[src/rn_pkg.sv]
// Shared types and constants for the rank normalize block.
package rn_pkg;

  localparam int VALUE_W       = 32;
  localparam int RANK_W        = 6;
  localparam int MAX_ITEMS_DEF = 64;
  localparam int IN_DATA_W     = 32;
  localparam int OUT_DATA_W    = 8;

  // Value traveling down the chain with its running count of smaller values
  typedef struct packed {
    logic                      vld;
    logic signed [VALUE_W-1:0] value;
    logic [RANK_W-1:0]         rank;
  } rn_tok_t;

  // Contents of one cell as seen by its upstream neighbor during drain
  typedef struct packed {
    logic              vld;
    logic [RANK_W-1:0] rank;
  } rn_slot_t;

  typedef enum logic [2:0] {
    ST_LOAD  = 3'b001,
    ST_WAIT  = 3'b010,
    ST_DRAIN = 3'b100
  } rn_state_t;

endpackage

[src/rn_cell.sv]
// One cell of the rank chain: holds a value and its count of smaller set values.
module rn_cell (
  input  logic             clk,
  input  logic             rst,
  input  rn_pkg::rn_tok_t  tok_in,
  output rn_pkg::rn_tok_t  tok_out,
  input  rn_pkg::rn_slot_t nbr,
  input  logic             shift_en,
  output rn_pkg::rn_slot_t slot
);
  import rn_pkg::*;

  logic                      vld;
  logic signed [VALUE_W-1:0] value;
  logic [RANK_W-1:0]         rank;
  logic                      tok_vld;
  logic signed [VALUE_W-1:0] tok_value;
  logic [RANK_W-1:0]         tok_rank;
  logic                      held_lt;
  logic                      tok_lt;

  assign held_lt = value < tok_in.value;
  assign tok_lt  = tok_in.value < value;

  // Settle a word in an empty cell, else compare and bump the larger side's count
  always_ff @(posedge clk) begin
    if (rst) begin
      vld <= 1'b0;
    end else if (shift_en) begin
      vld <= nbr.vld;
    end else if (tok_in.vld && !vld) begin
      vld <= 1'b1;
    end
  end

  always_ff @(posedge clk) begin
    if (shift_en) begin
      rank <= nbr.rank;
    end else if (tok_in.vld) begin
      if (!vld) begin
        value <= tok_in.value;
        rank  <= tok_in.rank;
      end else if (tok_lt) begin
        rank <= rank + RANK_W'(1);
      end
    end
  end

  // Pass the word on to the next cell when this one is occupied
  always_ff @(posedge clk) begin
    if (rst) begin
      tok_vld <= 1'b0;
    end else begin
      tok_vld <= tok_in.vld && vld;
    end
  end

  always_ff @(posedge clk) begin
    tok_value <= tok_in.value;
    tok_rank  <= tok_in.rank + RANK_W'(held_lt);
  end

  assign tok_out.vld   = tok_vld;
  assign tok_out.value = tok_value;
  assign tok_out.rank  = tok_rank;

  assign slot.vld  = vld;
  assign slot.rank = rank;

endmodule

[config.mk]
export PLATFORM = sky130hd
export DESIGN_NAME = rn_cell
export DESIGN_NICKNAME = d
export VERILOG_FILES = /design/src/rn_pkg.sv /design/src/rn_cell.sv
export SDC_FILE = /design/constraint.sdc
export NUM_CORES = 1
export LEC_CHECK = 0
export ABC_AREA = 1
export BUFFER_PORTS_ARGS = -buffer_cell sky130_fd_sc_hd__buf_4
export CORE_MARGIN = 4
export CORE_UTILIZATION = 39
export DETAILED_ROUTE_END_ITERATION = 16
export PLACE_DENSITY = 0.72
export SYNTH_ARGS = -nofsm -noshare
export SYNTH_HDL_FRONTEND = slang
export SYNTH_SLANG_ARGS = --single-unit
[constraint.sdc]
create_clock -name clk -period 3.51 [get_ports clk]
set_clock_uncertainty 0.2 [all_clocks]
set_input_delay 0.702 -clock clk [delete_from_list [all_inputs] [get_ports clk]]
set_output_delay 0.702 -clock clk [all_outputs]
set_load 0.1 [all_outputs]
==> results of run 1 <==
## cells in the mapped netlist, drive strengths merged
library cell / n
edfxtp: 38
o221ai: 1
o211ai: 3
nand4: 2
o21ai: 2
nor2: 14
clkbuf: 1
nand2: 55
xnor2: 3
nor3: 4
a21o: 1
nand3: 10
a21oi: 15
ha: 35
buf: 2
inv: 50
dfxtp: 40
nor4: 1
o21a: 2
xor2: 4
## registers in the layout (all words and copies together), names as in the netlist
signal and flops:
tok_rank 6, value 32, rank 6, tok_value 32, vld 1, tok_vld 1
## power by group through the flow
| stage | registers [W] | logic [W] | clock network, W |
|---|---|---|---|
| global placement | 0.00105 | 0.000515 | 0 |
| finish | 0.00103 | 0.000517 | 0.000704 |
| floorplan | 0.00132 | 0.000113 | 0 |
| CTS | 0.00103 | 0.000523 | 0.000725 |
| detailed placement | 0.00105 | 0.000521 | 0 |
| global route | 0.00104 | 0.000554 | 0.000764 |
## kinds of logic (layout without fill, tap and decap cells)
| logic type | count (synthesis) | count (layout) |
|---|---|---|
| adder cells (fa/ha/maj) | 35 | 35 |
| AO/OA/AOI/OAI | 24 | 24 |
| flip-flops | 78 | 78 |
| buffers and inverters | 53 | 161 |
| AND/OR/NAND/NOR | 86 | 86 |
| XOR/XNOR | 7 | 7 |
## cell type report
class	count	area share, %
clock buffer	11	3.14
timing repair buffer	95	17.1
multi-input combinational	152	24.1
inverter	50	4.49
clock inverter	5	1.76
tap	102	3.05
sequential	78	46.4
## cell usage in the layout, fill, tap and decap left out, types with 2 or more instances in the layout
master and instances:
a21oi_1 15, buf_4 95, bufinv_16 2, clkbuf_1 2
clkbuf_8 9, clkinv_2 2, dfxtp_1 40, edfxtp_1 38
ha_1 35, inv_1 49, nand2_1 54, nand3_1 10
nor2_1 11, nor2_2 2, nor3_1 4, o211ai_1 3
o21a_1 2, o21ai_0 2, xnor2_1 3, xor2_1 4
## routing by layer
metal / track usage, % / vias up
li1: - / 1130
met1: 15.9 / 996
met2: 22.3 / 52
met3: 3.36 / 13
met4: 6.71 / 0
met5: 0 / -
## metrics by stage
| stage | cells | util, % | hold slack, ns |
|---|---|---|---|
| after global routing | 493 | 53.6 | 0.255 |
| after detailed placement | 477 | 50.9 | 0.292 |
| after global placement | 477 | 50.9 | 0.288 |
| after CTS | 493 | 53.6 | 0.258 |
| after floorplan | 283 | - | 0.263 |
| final | 493 | 53.6 | 0.276 |
## worst reg2reg max path: cells and delay by family (launching register included)
kind	cells	cell delay, ns
xor gates and xnor gates	1	0.14
buffers and inverters	1	0.04
adders and majority gates	3	0.71
DFF	1	0.33
AOI/OAI and AO/OA	4	0.62
and+or+nand+nor	5	0.36
## path summary, 6_finish.rpt
path / cells past startpoint / to / from / slack [ns]
max: 14 / tok_rank[4] / tok_in[37] / 0.91
min reg2reg: 2 / tok_vld / vld / 0.30
max reg2reg: 14 / tok_rank[4] / value[31] / 1.02
min: 1 / tok_value[2] / tok_in[8] / 0.28
==> impl_metrics.yaml, run 1 <==
timing:
  finalSetupViolations: 0
  setup_ws_ns: 0.915
  fmax_mhz: 385
  max_slew_margin_pct: 69.0
  period_needed_ns: 2.60
  post-route-period-util_pct: 73.9
  drv_slew: 0
  finalSetupTns_ns: 0
  rsz0062_at_grt: "false"
  hold_viol_final: 0
  worst_slew_pin_slew_ns: 0.463
power_and_ir_drop:
  pwr-share-clk_pct: 31.2
  total_power_w: 0.00225
  switchingPower_w: 0.000714
  ir_drop_uv: 312
  p_leak_nw: 2.03
  p_seq_share_pct: 45.8
  powerDensity_nw_per_um2: 539
  comb_power_share_pct: 22.9
  p_sw_share_pct: 31.7
  p_int_w: 0.00154
routing:
  wirelength_met1_um: 2610
  vias_per_cell: 4.44
  wl_met2_um: 2980
  top_layer: "met4"
  wl_met3_um: 278
  vias: 2191
  drtIter0Drc: 67
  routedWlPerCell_um: 12.2
  dr.pass1.iters: 4
  drc_errors: 0
  ant_nets: 0
  totalWireLength_um: 6000
worst_setup_path:
  path_max_fanout: 4
  crit_path_max_incr_delay_ns: 0.32
  worstSetupEndpointType: "flip-flop"
  critical_path_buf_inv_count: 1
  crit_path_top_delay_cell: "ha_1"
  crit_chain: "buf_4 > ha_1 > a21oi_1 > o21a_1 > nand2_1 > a21oi_1 > nand2_1 > nand2_1 > nand2_1 > a21oi_1 > ha_1 > ha_1 > nand3_1 > xor2_1"
  cpLargestDelayFamily: "adder cells"
  cp_data_arrival_time_ns: 2.63
  crit_type: "input pin to flip-flop"
  cp-start-kind: "input pin"
  required_ns: 3.55
  crit_path_frequent_cell: "nand2_1"
logic_synthesis:
  syn_nets: 367
  synth_xor_area_share_pct: 1.95
  ys_top_cells_by_area: "edfxtp_1 36%, dfxtp_1 25%, ha_1 14%"
  synth_top_family_by_area: "adder cells"
  synth_top_area_share_pct: 36.2
  syn_avg_cell_area_um2: 11.1
  synthMuxAreaShare_pct: 0
  synthAdderAreaFrac_pct: 13.9
  postSynthCellCount: 283
  yosys_warnings: 0
  ys_ff_latch: 78
  synth_compound_area_share_pct: 4.41
  yosys.area_share.simple_pct: 11.5
  synth.cell_area_um2: 3150
  synth_cell_types: 24
  ys_seq_area_share_pct: 61.7
  yosysTopAreaCell: "edfxtp_1"
grt:
  grtUsageTotal_pct: 13.3
  grt_overflow_total: 0
  first_global_vias: 2289
  grt_pass1_wl_um: 10300
  grt_max_degree: 33
  antenna_found_initial: 0
cts:
  clkSinkCount: 78
  clkLatencyLatePin_ns: 0.34
  root_buffer: "clkbuf_8"
  hold_buffers: 0
  cts_resized: 0
  numCtsBuffers: 9
  cts_setup_buffers: 0
  cts_max_path_buffers: 2
  cts_tree: "done"
  clk_pin_slew_ns: 0.08
  cts_max_level: 3
placed_design:
  globalplace.congestion: 0.754
  io_buffers: 94
  postPlaceCellArea_um2: 3980
  place_ws_ns: 0.532
  dp_hpwl_um: 4660
cells_and_area:
  syn_to_final_growth_pct: 32.9
  seq_area_um2: 1940
  nets: 470
  drive_gt1_share_pct: 29.2
  antenna-diode-count: 0
  finish.instance_area_um2: 4180
  fillers: 701
  multi_input_area_um2: 1010
floorplan:
  core_area_um2: 7810
  ios: 95
  die_w_um: 97.8
  dieHeight_um: 97.8
  initial_core_util_pct: 40.3
  rows: 32
  dieArea_um2: 9570
job:
  maxCapViolCount: 0
run_status:
  outcome: "finished, final reports clean"
worst_hold_path:
  min_path_type: "input pin to flip-flop"
(Power assumes the default switching activity.)
==> run 2: changes to the inputs <==
--- a/config.mk
+++ b/config.mk
@@ -10,7 +10,7 @@
 export CORE_MARGIN = 4
 export CORE_UTILIZATION = 39
 export DETAILED_ROUTE_END_ITERATION = 16
-export PLACE_DENSITY = 0.72
+export PLACE_DENSITY = 0.75
 export SYNTH_ARGS = -nofsm -noshare
 export SYNTH_HDL_FRONTEND = slang
 export SYNTH_SLANG_ARGS = --single-unit
==> constraint.sdc (replaced) <==
create_clock -name clk -period 2.1 [get_ports clk]
set_clock_uncertainty 0.2 [all_clocks]
set_input_delay 0.42 -clock clk [delete_from_list [all_inputs] [get_ports clk]]
set_output_delay 0.42 -clock clk [all_outputs]
set_load 0.1 [all_outputs]
==> run 2 against run 1 <==
Against the previous run: the flow now finishes with violations (setup timing); clock power is 56% higher; global-route usage grew 1.9 points; cell area increased by 18%; via count grew 9.1%; largest power group unchanged; highest routed layer unchanged.
==> impl_metrics.yaml, run 2 (synthesized netlist as in run 1, its figures left out) <==
timing:
  finalSetupViolations: 12
  fmax_mhz: 412
  setup_ws_ns: -0.330
  drv_slew: 0
  hold-worst-slack_ns: 0.0213
  post-route-period-util_pct: 116
  rsz0062_at_grt: "true"
  hold_viol_final: 0
  worst_slew_pin_slew_ns: 0.408
  max_slew_margin_pct: 72.7
  period_needed_ns: 2.43
cells_and_area:
  drive_gt1_share_pct: 43.8
  finish.instance_area_um2: 4920
  fin_util_pct: 63.0
  instances_no_fill: 534
  final_common_cell: "buf_4"
  syn_to_final_growth_pct: 56.2
  antenna-diode-count: 0
  nets: 511
  layout.cells.most_common_list: "109 x buf_4, 45 x nand2_1, 40 x dfxtp_1"
  largestRegisters: "tok_value: 32 flops, value: 32 flops"
worst_setup_path:
  reg2reg_depth: 17
  crit_type: "flip-flop to flip-flop"
  required_ns: 2.14
  r2r_slack_ns: -0.33
  crit_chain: "inv_2 > ha_4 > a21oi_2 > nor2_1 > nor2_1 > nand2_1 > nand2_1 > nand2_2 > nand2_2 > nand2_1 > nand2_1 > nand2_2 > a21oi_2 > ha_2 > ha_4 > nand3_2 > xor2_1"
  cp_data_arrival_time_ns: 2.47
  crit_path_top_delay_cell: "edfxtp_1"
  cp-start-kind: "flip-flop"
  crit_path_frequent_cell: "nand2_1"
  r2r_end: "tok_rank[4]"
  worstSetupEndpointType: "flip-flop"
  crit_path_max_incr_delay_ns: 0.39
  r2r_start: "value[5]"
  path_max_fanout: 2
routing:
  drtIter0Drc: 44
  vias_per_cell: 4.48
  drc_errors: 0
  routedWlPerCell_um: 13.1
  dr.pass1.iters: 4
  vias: 2390
  ant_nets: 0
  totalWireLength_um: 7000
power_and_ir_drop:
  ir_drop_uv: 552
  p_leak_nw: 2.21
  powerDensity_nw_per_um2: 782
floorplan:
  dieHeight_um: 97.8
  initial_core_util_pct: 40.3
  ios: 95
  dieArea_um2: 9570
  die_w_um: 97.8
  core_area_um2: 7810
  rows: 32
cts:
  cts_tree: "done"
  cts_max_level: 3
  clk_pin_slew_ns: 0.08
  numCtsBuffers: 9
  clkLatencyLatePin_ns: 0.34
  clkSinkCount: 78
  cts_max_path_buffers: 2
  root_buffer: "clkbuf_8"
placed_design:
  postPlaceCellArea_um2: 4350
  placed_cells: 490
  globalplace.congestion: 0.735
  io_buffers: 94
  dp_hpwl_um: 4950
worst_hold_path:
  holdPathEnd: "tok_value[31]"
  hold_depth: 1
  min_from: "tok_in[37]"
  min_path_type: "input pin to flip-flop"
run_status:
  violations: "setup timing"
  outcome: "finished with violations"
grt:
  grt_max_degree: 33
  grtUsageTotal_pct: 15.2
  grt_pass1_wl_um: 11600
  grt_overflow_total: 0
  first_global_vias: 2446
  antenna_found_initial: 0
job:
  maxCapViolCount: 0
[run 2: area by class of cell]
class                           count  area [µm²]
Fill cell                         634        2890
Clock buffer                       10         128
Clock inverter                      6        62.6
Tap cell                          102         128
Inverter                           50         190
Timing Repair Buffer              136        1100
Sequential cell                    78        1940
Multi-Input combinational cell    152        1370
[run 2: power by group]
part	total, W	leakage, nW	internal [W]	switching (W)
Combinational	0.00102	1.42	0.000317	0.000701
Clock	0.00110	0.0883	0.000545	0.000554
Sequential	0.00173	0.695	0.00169	0.0000355
Total	0.00384	2.21	0.00255	0.00129
[run 2: repair_timing]
item	4_1_cts	5_1_grt
endpoints found under the hold margin	26	0
hold buffers	26	0
setup endpoints to repair	12	12
resized for setup	12	23
pin swaps	13	4
buffers inserted	1	1
[run 2: per-layer routing]
metal	wire [µm]	track usage, %	vias to the layer above
met4	131	7.03	0
met1	2850	17.4	1110
li1	-	-	1213
met5	0	0	-
met3	311	3.57	11
met2	3710	26.8	56
[run 2: per-stage QoR]
stage               worst slack, ns  setup TNS [ns]  power (W)
finish                       -0.330           -1.96    0.00384
global route                 -0.497           -3.98    0.00401
CTS                          -0.261           -1.77    0.00386
detailed placement           -0.505           -4.63    0.00271
global placement             -0.439           -4.18    0.00269
floorplan                    -0.142          -0.443    0.00243
[run 2: worst max-delay path by stage]
stage / start / endpoint / slack, ns / cells after the start
after floorplan: tok_in[17] / tok_rank[4] / -0.14 / 15
after global placement: tok_in[17] / tok_rank[4] / -0.44 / 16
after detailed placement: tok_in[11] / tok_rank[5] / -0.50 / 17
after CTS: value[5] / tok_rank[5] / -0.26 / 17
after global routing: value[5] / tok_rank[5] / -0.50 / 17
final: value[5] / tok_rank[4] / -0.33 / 17
[run 2: worst max-delay path, delay by kind of cell, from the launching register on]
kind | cells | cell delay, ns
XOR/XNOR | 1 | 0.13
AO/OA/AOI/OAI | 2 | 0.22
AND/OR/NAND/NOR | 10 | 0.72
flip-flops | 1 | 0.39
buffers and inverters | 1 | 0.08
adder cells (fa/ha/maj) | 3 | 0.59
